[src/hdl/sbr_pkg.sv]
// Shared constants and control types of the stream byte reassembler.
// No dependencies; every other file of the block but sbr_ram imports this package.
package sbr_pkg;

	localparam int CAPACITY = 64;                      // ring entries, 2..64
	localparam int SLOT_W   = $clog2(CAPACITY);        // ring index width
	localparam int CNT_W    = $clog2(CAPACITY + 1);    // held byte count width
	localparam int IDX_W    = 32;                      // stream index width
	localparam int POS_W    = IDX_W + 1;               // end index width
	localparam int BYTE_W   = 8;
	localparam int BUF_W    = 7;                       // downstream fill width
	localparam int PEND_W   = 7;                       // pending count width

	// Commands from the controller to the datapath.
	typedef struct packed {
		logic take;      // input transaction: latch item, window and end index
		logic store;     // write the kept byte into the ring
		logic drain;     // pop the byte at next_needed and read it
		logic status;    // load a status-only result
		logic load;      // load the byte read by the previous drain
	} ctrl_cmd_t;

	// Status from the datapath to the controller.
	typedef struct packed {
		logic out_free;  // result register empty or emptied this cycle
		logic drain_ok;  // data item and the byte at next_needed is present
		logic more;      // byte at the (advanced) next_needed is present
	} dp_sts_t;

endpackage

[src/hdl/sbr_seg_if.sv]
// Segment byte channel: valid/ready handshake with one segment byte per transaction.
// Depends on sbr_pkg for field widths.
interface sbr_seg_if;
	import sbr_pkg::*;

	logic                valid;
	logic                ready;
	logic [IDX_W-1:0]    byte_index;
	logic [BYTE_W-1:0]   data_byte;
	logic                first_of_segment;
	logic                last_of_segment;
	logic                eof_flag;
	logic                no_data;
	logic [BUF_W-1:0]    stream_buffered;

	modport source (
		output valid, byte_index, data_byte, first_of_segment, last_of_segment,
		       eof_flag, no_data, stream_buffered,
		input  ready
	);
	modport sink (
		input  valid, byte_index, data_byte, first_of_segment, last_of_segment,
		       eof_flag, no_data, stream_buffered,
		output ready
	);

endinterface

[src/hdl/sbr_stream_if.sv]
// Assembled stream channel: valid/ready handshake with one result per transaction.
// Depends on sbr_pkg for field widths.
interface sbr_stream_if;
	import sbr_pkg::*;

	logic                valid;
	logic                ready;
	logic [BYTE_W-1:0]   out_byte;
	logic                byte_valid;
	logic                run_last;
	logic [PEND_W-1:0]   pending_count;
	logic                stream_ended;

	modport source (
		output valid, out_byte, byte_valid, run_last, pending_count, stream_ended,
		input  ready
	);
	modport sink (
		input  valid, out_byte, byte_valid, run_last, pending_count, stream_ended,
		output ready
	);

endinterface

[src/hdl/stream_byte_reassembler.sv]
// Stream byte reassembler: out-of-order segment bytes in, in-order stream bytes out.
// Each segment transaction is followed by a store into the ring and a check of next_needed;
// the check, which waits while the result register is occupied, either loads a status-only
// result or drains a byte (ring read, then result load) and repeats while bytes are present.
// Reset: valid bits, counters, window and end tracking clear at once; ring contents
// are undefined until written and need no clearing pass.
module stream_byte_reassembler (
	input  logic   clk,
	input  logic   arst_n,
	sbr_seg_if.sink      segment,
	sbr_stream_if.source stream
);
	import sbr_pkg::*;

	ctrl_cmd_t cmd;
	dp_sts_t   sts;

	sbr_ctrl u_ctrl (
		.clk       (clk),
		.arst_n    (arst_n),
		.seg_valid (segment.valid),
		.seg_ready (segment.ready),
		.sts       (sts),
		.cmd       (cmd)
	);

	sbr_dp u_dp (
		.clk              (clk),
		.arst_n           (arst_n),
		.cmd              (cmd),
		.sts              (sts),
		.byte_index       (segment.byte_index),
		.data_byte        (segment.data_byte),
		.first_of_segment (segment.first_of_segment),
		.last_of_segment  (segment.last_of_segment),
		.eof_flag         (segment.eof_flag),
		.no_data          (segment.no_data),
		.stream_buffered  (segment.stream_buffered),
		.out_valid        (stream.valid),
		.out_ready        (stream.ready),
		.out_byte         (stream.out_byte),
		.byte_valid       (stream.byte_valid),
		.run_last         (stream.run_last),
		.pending_count    (stream.pending_count),
		.stream_ended     (stream.stream_ended)
	);

endmodule

[src/hdl/sbr_ram.sv]
// Generic single-write, single-read RAM with registered read data.
// No dependencies.
module sbr_ram #(
	parameter int WIDTH = 8,
	parameter int DEPTH = 64
) (
	input  logic                     clk,
	input  logic                     we,
	input  logic [$clog2(DEPTH)-1:0] waddr,
	input  logic [WIDTH-1:0]         wdata,
	input  logic                     re,
	input  logic [$clog2(DEPTH)-1:0] raddr,
	output logic [WIDTH-1:0]         rdata
);

	logic [WIDTH-1:0] mem [DEPTH];

	always_ff @(posedge clk) begin
		if (we) begin
			mem[waddr] <= wdata;
		end
		if (re) begin
			rdata <= mem[raddr];
		end
	end

endmodule

[src/hdl/sbr_ctrl.sv]
// Controller of the reassembler: sequences take, store, drain and result loading.
// Depends on sbr_pkg for the command and status structs.
module sbr_ctrl (
	input  logic                clk,
	input  logic                arst_n,
	input  logic                seg_valid,
	output logic                seg_ready,
	input  sbr_pkg::dp_sts_t    sts,
	output sbr_pkg::ctrl_cmd_t  cmd
);
	import sbr_pkg::*;

	typedef enum logic [1:0] {
		IDLE,
		STORE,
		CHECK,
		LOAD
	} state_t;

	state_t state_q;
	logic   ready_q;

	assign seg_ready = ready_q;

	always_comb begin
		cmd        = '0;
		cmd.take   = ready_q && seg_valid;
		cmd.store  = (state_q == STORE);
		cmd.drain  = (state_q == CHECK) && sts.out_free && sts.drain_ok;
		cmd.status = (state_q == CHECK) && sts.out_free && !sts.drain_ok;
		cmd.load   = (state_q == LOAD);
	end

	always_ff @(posedge clk or negedge arst_n) begin
		if (!arst_n) begin
			state_q <= IDLE;
			ready_q <= 1'b1;
		end else begin
			case (state_q)
				IDLE: begin
					if (cmd.take) begin
						state_q <= STORE;
						ready_q <= 1'b0;
					end
				end
				STORE: begin
					state_q <= CHECK;
				end
				CHECK: begin
					// hold until the result register can take the next result
					if (cmd.drain) begin
						state_q <= LOAD;
					end else if (cmd.status) begin
						state_q <= IDLE;
						ready_q <= 1'b1;
					end
				end
				LOAD: begin
					if (sts.more) begin
						state_q <= CHECK;
					end else begin
						state_q <= IDLE;
						ready_q <= 1'b1;
					end
				end
				default: begin
					state_q <= IDLE;
					ready_q <= 1'b1;
				end
			endcase
		end
	end

	a_cmd_onehot: assert property (@(posedge clk) disable iff (!arst_n)
		$onehot0({cmd.take, cmd.store, cmd.drain, cmd.status, cmd.load}))
		else $error("controller issued more than one command");

	a_result_room: assert property (@(posedge clk) disable iff (!arst_n)
		(cmd.drain || cmd.status) |-> sts.out_free)
		else $error("result produced while the result register is occupied");

	a_take_busy: assert property (@(posedge clk) disable iff (!arst_n)
		cmd.take |=> !ready_q)
		else $error("ready stayed high after a segment transaction");

endmodule

[src/hdl/sbr_dp.sv]
// Datapath of the reassembler: byte ring, valid bits, window and end tracking,
// result register. Depends on sbr_pkg and sbr_ram.
module sbr_dp (
	input  logic                        clk,
	input  logic                        arst_n,
	input  sbr_pkg::ctrl_cmd_t          cmd,
	output sbr_pkg::dp_sts_t            sts,
	input  logic [sbr_pkg::IDX_W-1:0]   byte_index,
	input  logic [sbr_pkg::BYTE_W-1:0]  data_byte,
	input  logic                        first_of_segment,
	input  logic                        last_of_segment,
	input  logic                        eof_flag,
	input  logic                        no_data,
	input  logic [sbr_pkg::BUF_W-1:0]   stream_buffered,
	output logic                        out_valid,
	input  logic                        out_ready,
	output logic [sbr_pkg::BYTE_W-1:0]  out_byte,
	output logic                        byte_valid,
	output logic                        run_last,
	output logic [sbr_pkg::PEND_W-1:0]  pending_count,
	output logic                        stream_ended
);
	import sbr_pkg::*;

	// Stream state
	logic [CAPACITY-1:0] present_q;
	logic [IDX_W-1:0]    next_q;
	logic [SLOT_W-1:0]   next_slot_q;
	logic [IDX_W-1:0]    window_q;
	logic                end_known_q;
	logic [POS_W-1:0]    end_pos_q;
	logic [CNT_W-1:0]    held_q;
	logic                ended_q;

	// Latched item
	logic [IDX_W-1:0]    idx_q;
	logic [BYTE_W-1:0]   data_q;
	logic                nodata_q;
	logic                below_q;
	logic [SLOT_W-1:0]   diff_q;

	// Result register
	logic                ov_q;
	logic [BYTE_W-1:0]   ob_q;
	logic                obv_q;
	logic                olast_q;
	logic [PEND_W-1:0]   opend_q;
	logic                oend_q;

	logic [BUF_W-1:0]    win;
	logic [POS_W-1:0]    lim;
	logic [IDX_W-1:0]    lim_clamped;
	logic                has_end;
	logic [POS_W-1:0]    end_cand;
	logic [POS_W-1:0]    diff_full;
	logic                keep;
	logic [SLOT_W:0]     slot_sum;
	logic [SLOT_W-1:0]   wslot;
	logic [SLOT_W-1:0]   next_slot_inc;
	logic [IDX_W-1:0]    next_inc;
	logic                ended_drain;
	logic                ended_status;
	logic [BYTE_W-1:0]   ram_rdata;

	// Window of the segment: capacity minus downstream fill, floored at zero
	assign win         = (stream_buffered < BUF_W'(CAPACITY)) ?
	                     BUF_W'(CAPACITY) - stream_buffered : '0;
	assign lim         = {1'b0, next_q} + POS_W'(win);
	assign lim_clamped = lim[IDX_W] ? '1 : lim[IDX_W-1:0];

	assign has_end  = no_data ? eof_flag : (last_of_segment && eof_flag);
	assign end_cand = no_data ? {1'b0, byte_index} : {1'b0, byte_index} + POS_W'(1);
	assign diff_full = {1'b0, byte_index} - {1'b0, next_q};

	// Kept bytes sit less than CAPACITY above next_needed; wrap the slot once
	assign keep     = !nodata_q && !below_q && (idx_q < window_q);
	assign slot_sum = {1'b0, next_slot_q} + {1'b0, diff_q};
	assign wslot    = (slot_sum >= (SLOT_W+1)'(CAPACITY)) ?
	                  SLOT_W'(slot_sum - (SLOT_W+1)'(CAPACITY)) : slot_sum[SLOT_W-1:0];

	assign next_slot_inc = (next_slot_q == SLOT_W'(CAPACITY - 1)) ? '0 :
	                       next_slot_q + SLOT_W'(1);
	assign next_inc      = next_q + IDX_W'(1);
	assign ended_drain   = ended_q || (end_known_q && ({1'b0, next_inc} == end_pos_q));
	assign ended_status  = ended_q || (end_known_q && ({1'b0, next_q} == end_pos_q));

	assign sts.out_free = !ov_q || out_ready;
	assign sts.drain_ok = !nodata_q && present_q[next_slot_q];
	assign sts.more     = present_q[next_slot_q];

	sbr_ram #(
		.WIDTH (BYTE_W),
		.DEPTH (CAPACITY)
	) u_ring (
		.clk   (clk),
		.we    (cmd.store && keep),
		.waddr (wslot),
		.wdata (data_q),
		.re    (cmd.drain),
		.raddr (next_slot_q),
		.rdata (ram_rdata)
	);

	always_ff @(posedge clk) begin
		if (cmd.take) begin
			idx_q    <= byte_index;
			data_q   <= data_byte;
			nodata_q <= no_data;
			below_q  <= diff_full[IDX_W];
			diff_q   <= diff_full[SLOT_W-1:0];
		end
	end

	always_ff @(posedge clk or negedge arst_n) begin
		if (!arst_n) begin
			present_q   <= '0;
			next_q      <= '0;
			next_slot_q <= '0;
			window_q    <= '0;
			end_known_q <= 1'b0;
			end_pos_q   <= '0;
			held_q      <= '0;
			ended_q     <= 1'b0;
		end else begin
			if (cmd.take) begin
				if (first_of_segment && !no_data) begin
					window_q <= lim_clamped;
				end
				// keep the smallest end index seen
				if (has_end && (!end_known_q || end_cand < end_pos_q)) begin
					end_pos_q <= end_cand;
				end
				if (has_end) begin
					end_known_q <= 1'b1;
				end
			end
			if (cmd.store && keep) begin
				present_q[wslot] <= 1'b1;
				if (!present_q[wslot]) begin
					held_q <= held_q + CNT_W'(1);
				end
			end
			if (cmd.drain) begin
				present_q[next_slot_q] <= 1'b0;
				held_q      <= held_q - CNT_W'(1);
				next_q      <= next_inc;
				next_slot_q <= next_slot_inc;
				ended_q     <= ended_drain;
			end
			if (cmd.status) begin
				ended_q <= ended_status;
			end
		end
	end

	// Result register: frees the controller while a result waits downstream
	always_ff @(posedge clk or negedge arst_n) begin
		if (!arst_n) begin
			ov_q <= 1'b0;
		end else if (cmd.status || cmd.load) begin
			ov_q <= 1'b1;
		end else if (out_ready) begin
			ov_q <= 1'b0;
		end
	end

	always_ff @(posedge clk) begin
		if (cmd.status) begin
			ob_q    <= '0;
			obv_q   <= 1'b0;
			olast_q <= 1'b1;
			opend_q <= PEND_W'(held_q);
			oend_q  <= ended_status;
		end else if (cmd.load) begin
			ob_q    <= ram_rdata;
			obv_q   <= 1'b1;
			olast_q <= !present_q[next_slot_q];
			opend_q <= PEND_W'(held_q);
			oend_q  <= ended_q;
		end
	end

	assign out_valid     = ov_q;
	assign out_byte      = ob_q;
	assign byte_valid    = obv_q;
	assign run_last      = olast_q;
	assign pending_count = opend_q;
	assign stream_ended  = oend_q;

	a_held_bound: assert property (@(posedge clk) disable iff (!arst_n)
		held_q <= CNT_W'(CAPACITY))
		else $error("held byte count exceeds capacity");

	a_drain_step: assert property (@(posedge clk) disable iff (!arst_n)
		cmd.drain |=> (next_q == $past(next_q) + IDX_W'(1)) && (held_q == $past(held_q) - CNT_W'(1)))
		else $error("drain did not advance next_needed and held count together");

	a_load_empty: assert property (@(posedge clk) disable iff (!arst_n)
		cmd.load |-> !ov_q)
		else $error("drained byte loaded over a pending result");

endmodule
[src/flat_wrapper.sv]
// flat-port wrapper written by rule: the top's interface ports become plain ports
module stream_byte_reassembler_flat import sbr_pkg::*;
  (clk, arst_n, segment_valid, segment_byte_index, segment_data_byte, segment_first_of_segment, segment_last_of_segment, segment_eof_flag, segment_no_data, segment_stream_buffered, segment_ready, stream_valid, stream_out_byte, stream_byte_valid, stream_run_last, stream_pending_count, stream_stream_ended, stream_ready);
  sbr_seg_if segment_i ();
  sbr_stream_if stream_i ();
  input  logic clk;
  input  logic arst_n;
  input wire logic [$bits(segment_i.valid)-1:0] segment_valid;
  input wire logic [$bits(segment_i.byte_index)-1:0] segment_byte_index;
  input wire logic [$bits(segment_i.data_byte)-1:0] segment_data_byte;
  input wire logic [$bits(segment_i.first_of_segment)-1:0] segment_first_of_segment;
  input wire logic [$bits(segment_i.last_of_segment)-1:0] segment_last_of_segment;
  input wire logic [$bits(segment_i.eof_flag)-1:0] segment_eof_flag;
  input wire logic [$bits(segment_i.no_data)-1:0] segment_no_data;
  input wire logic [$bits(segment_i.stream_buffered)-1:0] segment_stream_buffered;
  output wire logic [$bits(segment_i.ready)-1:0] segment_ready;
  output wire logic [$bits(stream_i.valid)-1:0] stream_valid;
  output wire logic [$bits(stream_i.out_byte)-1:0] stream_out_byte;
  output wire logic [$bits(stream_i.byte_valid)-1:0] stream_byte_valid;
  output wire logic [$bits(stream_i.run_last)-1:0] stream_run_last;
  output wire logic [$bits(stream_i.pending_count)-1:0] stream_pending_count;
  output wire logic [$bits(stream_i.stream_ended)-1:0] stream_stream_ended;
  input wire logic [$bits(stream_i.ready)-1:0] stream_ready;
  assign segment_i.valid = segment_valid;
  assign segment_i.byte_index = segment_byte_index;
  assign segment_i.data_byte = segment_data_byte;
  assign segment_i.first_of_segment = segment_first_of_segment;
  assign segment_i.last_of_segment = segment_last_of_segment;
  assign segment_i.eof_flag = segment_eof_flag;
  assign segment_i.no_data = segment_no_data;
  assign segment_i.stream_buffered = segment_stream_buffered;
  assign segment_ready = segment_i.ready;
  assign stream_valid = stream_i.valid;
  assign stream_out_byte = stream_i.out_byte;
  assign stream_byte_valid = stream_i.byte_valid;
  assign stream_run_last = stream_i.run_last;
  assign stream_pending_count = stream_i.pending_count;
  assign stream_stream_ended = stream_i.stream_ended;
  assign stream_i.ready = stream_ready;
  stream_byte_reassembler u_core (.clk(clk), .arst_n(arst_n), .segment(segment_i), .stream(stream_i));
endmodule
[config.mk]
export PLATFORM = sky130hd
export DESIGN_NAME = stream_byte_reassembler_flat
export DESIGN_NICKNAME = d
export VERILOG_FILES = /design/src/hdl/sbr_pkg.sv /design/src/hdl/sbr_seg_if.sv /design/src/hdl/sbr_stream_if.sv /design/src/hdl/stream_byte_reassembler.sv /design/src/hdl/sbr_ram.sv /design/src/hdl/sbr_ctrl.sv /design/src/hdl/sbr_dp.sv /design/src/flat_wrapper.sv
export SDC_FILE = /design/constraint.sdc
export NUM_CORES = 1
export LEC_CHECK = 0
export ABC_AREA = 1
export BUFFER_PORTS_ARGS = -buffer_cell sky130_fd_sc_hd__clkbuf_2
export CORE_MARGIN = 1
export CORE_UTILIZATION = 40
export DETAILED_ROUTE_END_ITERATION = 10
export GPL_TIMING_DRIVEN = 0
export PLACE_DENSITY = 0.65
export SLEW_MARGIN = 25
export SYNTH_ARGS = -nofsm -noshare
export SYNTH_HDL_FRONTEND = slang
export SYNTH_HIERARCHICAL = 1
export SYNTH_SLANG_ARGS = --single-unit
[constraint.sdc]
create_clock -name clk -period 4.19 [get_ports clk]
set_input_delay 0.2095 -clock clk [delete_from_list [all_inputs] [get_ports clk]]
set_output_delay 0.2095 -clock clk [all_outputs]
set_load 0.05 [all_outputs]
[Word level (Yosys, flattened, before mapping)]
Memory sizes are Yosys's and may differ from the RTL's. A register that Yosys moved wholly into a read port is not among the register bits.
Cells that the tools add are included.
Operators by class
  add/subtract/negate cells: 10
  bitwise gates (word level): 3
  equal/unequal tests: 12
  shift operators: 0
  mux-type cells: 39
  reductions and logical operators: 39
  magnitude comparators: 8
  multiply operators: 0
  divide/modulo/power cells: 0
Operator list (number)
  two-way mux 64 bit: 2
  == test 32 x 33 -> 1 bit: 2
  AND 64 bit: 1
  NOT 64 bit: 1
  OR 64 bit: 1
  two-way mux 7 bit: 6
  adder 32 x 1 -> 33 bit (second input constant): 1
  adder 32 x 7 -> 33 bit: 1
  < comparator 33 bit: 1
  two-way mux 33 bit: 1
  subtractor 32 x 32 -> 33 bit: 1
  adder 32 x 1 -> 32 bit (second input constant): 1
  < comparator 32 bit: 1
  two-way mux 32 bit: 1
  two-way mux 1 bit: 17
  logical AND 1 bit: 15
  < comparator 6 x 7 -> 1 bit (second input constant): 2
  binary-select mux 1 bit (select 6 bit): 2
  demux 1 bit (select 6 bit): 2
  greater-or-equal comparator 6 x 1 -> 1 bit (second input constant): 2
  two-way mux 6 bit: 2
  AND reduction 2 bit: 5
  two-way mux 2 bit: 4
  case mux 2 bit (4 select lines): 1
  21 further kinds: 38
Word-level totals
  ROM bits: 0
  bits in writable memories: 512
  input bits: 55
  logic and storage cells: 133
  memories: 1
  latch bits: 0
  output and inout port bits: 20
  flip-flop bits (word level): 246
Memories
  u_core.u_dp.u_ring.mem: depth 64, width 8, rd ports 1, clocked after memory_dff 1, write ports 1, line sbr_ram.sv:16  | logic [WIDTH-1:0] mem [DEPTH];

[Depth between registers and ports, before layout]
  depth after elaboration: 11
  gate-level depth with buffers: 26
  depth with buffers taken out: 25

[By module]
Netlist, hierarchy kept.
By module, submodules not included
  sbr_ram: sequential area each 15615.0 um^2, times used 1, area an instance 21419.3 um^2, cells an instance 1805
  sbr_dp: sequential area each 6311.1 um^2, times used 1, area an instance 17083.9 um^2, cells an instance 2314
  sbr_ctrl: sequential area each 76.3 um^2, times used 1, area an instance 182.7 um^2, cells an instance 27

[Worst setup path before layout]
No wires, ideal clock.
  path kind: register to register
  start: register u_core.u_dp.next_slot_q[1]
  end: register u_core.u_dp.held_q[6]
  arrival: 3658 ps
  clock period less this slack: 3775 ps
  data required time: 4073 ps
  setup slack: 415 ps
  cell stages (with the launch flop): 23
  setup time: 117 ps
  path buffers: 1
  cells stage by stage: dfrtp_1 inv_1 nand3_1 nor2_1 a21oi_1 nand2_1 o31ai_1 nand2_1 nor2_1 nand2_1 nor2_1 nand2_1 inv_1 inv_2 clkbuf_1 fa_1 o21ai_0 a21oi_1 nor2_1 nor2_1 xor2_1 nand3_1 nand2_1
RTL lines
  from (decl): line sbr_dp.sv:28  | logic [SLOT_W-1:0] next_slot_q;
  from (signal assigned): line sbr_dp.sv:147  | next_slot_q <= next_slot_inc;
  to (signal assigned): line sbr_dp.sv:140  | held_q <= held_q + CNT_W'(1);
  to (signal assigned): line sbr_dp.sv:145  | held_q <= held_q - CNT_W'(1);
  to (decl): line sbr_dp.sv:32  | logic [CNT_W-1:0] held_q;

==> results_dict.tcl <==
set metrics [dict create \
    clock_path_buffers 3 \
    fin_skew_ns 0.01933 \
    die_x_um 313.0 \
    viasPerCell 5.438 \
    worstHoldStart "segment_byte_index[18]" \
    insertion_delay_ns 0.65 \
    path_buf_inv 5 \
    period_share 0.9763 \
    cap_violations 0 \
    outcome "finished clean" \
    fmax_mhz 244.5 \
    grt_usage 0.2469 \
    drt_iter0_drc 3467 \
    holdWs_ns 0.05751 \
    wire_per_inst_um 21.27 \
    critPathMaxFanout 10 \
    rsz0062_at_grt "false" \
    finish.utilization 0.4733 \
    antenna_found_initial 4 \
    hold_path_end "u_core/u_dp/idx_q[18]$_DFFE_PP_" \
    synth_nets 4321 \
    drc 0 \
    worstSetupPathType "register to register" \
    placed_cell_area_mm2 0.04136 \
    die-area_mm2 0.09796 \
    postSynthAreaPerCell_um2 9.331 \
    max_stage_delay_ns 0.64 \
    fin_nets 4587 \
    ant_nets 0 \
    syn2layout_area_growth_pct 16.75 \
    ff2ff_path_depth 17 \
    clock-sinks 766 \
    tns_ns 0 \
    gp_congestion 0.9604 \
    yosys_register_bits 766 \
    hold_viol_final 0 \
    leakagePower_uw 0.01859 \
    synthDistinctLibCells 59 \
    ff2ff_setup_slack_ns 0.1 \
    synthCells 4146 \
    power_density_mw_per_mm2 670.3 \
    grt_pass1_vias 29607 \
    final_common_cell "nand2_1" \
    drive_gt1_frac 0.1301 \
    cp_cell_sequence "buf_4 > inv_1 > nand3_4 > clkinvlp_4 > a22oi_2 > nand4_1 > nand2_1 > nand2_1 > nor2_4 > nand2_2 > nor2_4 > nand2_1 > bufinv_16 > buf_1 > nand2_1 > nor2_1 > a21oi_1" \
    first_pass_iters 6 \
    drv_slew 0 \
    timing.rr.end "u_core/u_dp/present_q[11]$_DFF_PN0_" \
    synth_top_flop_cell "edfxtp_1" \
    cts_root_buf "clkbuf_16" \
    ios 75 \
    rows 113 \
    synth_edf_count 576 \
    grt-ovfl-total 0 \
    synth_area_mm2 0.03869 \
    seq_area_frac_synth 0.5687 \
    port_buffers 74 \
    mostFrequentLayoutCells "1277 x nand2_1, 576 x edfxtp_1, 570 x nand3_1" \
    worstReg2RegStart "u_core/u_dp/next_slot_q[2]$_DFFE_PN0P_" \
    required_ns 4.71 \
    crit_family "simple AND/OR/NAND/NOR gates" \
    synthArstFlopShare 0.2350 \
    ir_drop_mv 0.4209 \
    yosysWarningCount 6 \
    dr_total_vias 31242 \
    worst_pin_slew_ns 0.8578 \
    htree_levels 3 \
    cp.arrival_ns 4.61 \
    diodes 0 \
    start_util 0.4054 \
    hold_class "primary input to register" \
    setup_viol 0 \
    grt_max_degree 73 \
    cts_made_buffers 82 \
    fin_cells 5745 \
    dp_hpwl_um 87740 \
    hold_depth 1 \
    cpMaxStageDelayCell "buf_1" \
    start_kind "register" \
    critPathCaptureType "register" \
    grt_pass1_wl_um 182600 \
    design_area_mm2 0.04517 \
    design.core.area_mm2 0.09544 \
    clk_pin_slew_worst_paths_ns 0.06 \
    layout_min_cycle_time_ns 4.091 \
    routed_wl_um 122200 \
    crit_top_cell "nand2_1" \
    maxSlewHeadroom 0.4281 \
    die_y_um 313.0 \
    placed_cells 5527 \
    cts_tree "built" \
]
[report_power, final]
| part | leakage [uW] | switching (uW) | internal, uW |
|---|---|---|---|
| registers | 0.00731 | 620 | 9160 |
| logic | 0.00989 | 9260 | 3640 |
| clock network | 0.00139 | 3160 | 4430 |
[per-stage QoR]
step | total power [uW] | setup slack (ns)
global route | 31670 | 0.01242
CTS | 29940 | -0.02358
finish | 30270 | 0.09949
detailed placement | 22080 | -1.503
floorplan | 17550 | 0.4151
global placement | 21690 | -1.887
[layout make-up]
class / instances / area (um2)
Buffer: 170 / 1112
Clock inverter: 45 / 518.0
Sequential cell: 766 / 22010
Multi-Input combinational cell: 2875 / 14730
Tap cell: 1265 / 1583
Fill cell: 8841 / 50270
Inverter: 334 / 1294
Timing Repair Buffer: 183 / 1647
Clock buffer: 107 / 2280
[synthesized netlist by cell type, types with 5 or more instances]
library cell  count  area share
inv_2            13      0.0013
o21ai_0          93       0.012
a22o_1            8      0.0018
buf_4            21      0.0041
o22ai_1          16      0.0026
a22oi_1           6      0.0012
o211ai_1          5     0.00097
xnor2_1          42      0.0095
nor3_2            7      0.0018
inv_1           319       0.031
buf_6            35       0.010
buf_2            68      0.0088
nor2_2           12      0.0019
dfxtp_1          10      0.0052
nor4_1           14      0.0023
buf_1            13      0.0013
nand3b_1          8      0.0016
nor2_1          313       0.030
nand4_1          43      0.0070
edfxtp_1        576        0.45
xor2_1           76       0.017
nand2_2          16      0.0026
nor3_1           24      0.0031
a21oi_1         146       0.019
clkbuf_1         32      0.0031
nand3_1         574       0.074
nand3_2           9      0.0023
nor2_4           14      0.0041
dfrtp_1         179        0.12
nand2_1        1283        0.12
o21ai_1           5     0.00065
ha_1            116       0.038
[metal layers]
metal  global-route usage  share of wire
met1               0.3379           0.41
met2               0.3935           0.46
met3              0.04135          0.089
met4              0.09246          0.038
met5                    0        0.00011
[sequential cells by signal (all words and copies together) (netlist names), 2 cells and up]
signal	cells
u_core/u_dp/idx_q	32
u_core/u_dp/out_byte	8
u_core/u_dp/end_pos_q	33
u_core/u_dp/u_ring/mem	512
u_core/u_dp/u_ring/rdata	8
u_core/u_dp/next_slot_q	6
u_core/u_dp/diff_q	6
u_core/u_ctrl/state_q	2
u_core/u_dp/held_q	7
u_core/u_dp/window_q	32
u_core/u_dp/next_q	32
u_core/u_dp/present_q	64
u_core/u_dp/pending_count	7
u_core/u_dp/data_q	8
[logic make-up (layout without fill, tap and decap cells)]
group           Yosys count  in the layout  share of synthesized area
flops                   766            766                     0.5687
fa+ha+maj               120            120                    0.03959
buf+inv                 505            839                    0.06074
simple gates           2333           2333                     0.2603
compound gates          301            301                    0.04266
xor+xnor                121            121                    0.02798
[worst max-delay path by stage]
stage               cells past startpoint                                endpoint                                   start
floorplan                              22       u_core/u_dp/held_q[6]$_DFFE_PN0P_  u_core/u_dp/next_slot_q[1]$_DFFE_PN0P_
global placement                       22       u_core/u_dp/held_q[6]$_DFFE_PN0P_  u_core/u_dp/next_slot_q[1]$_DFFE_PN0P_
detailed placement                     22       u_core/u_dp/held_q[6]$_DFFE_PN0P_  u_core/u_dp/next_slot_q[1]$_DFFE_PN0P_
CTS                                    13  u_core/u_dp/u_ring/mem[8][2]$_DFFE_PP_    u_core/u_dp/window_q[29]$_DFFE_PN0P_
global route                           23       u_core/u_dp/held_q[6]$_DFFE_PN0P_  u_core/u_dp/next_slot_q[2]$_DFFE_PN0P_
finish                                 17     u_core/u_dp/present_q[11]$_DFF_PN0_  u_core/u_dp/next_slot_q[2]$_DFFE_PN0P_
[timing repair]
item,4_1_cts,5_1_grt
pin swaps,7,3
hold buffers,42,0
setup endpoints to repair,622,349
setup buffers,9,16
resized for setup,87,31
hold endpoints to repair,150,0
(Power assumes the default switching activity.)
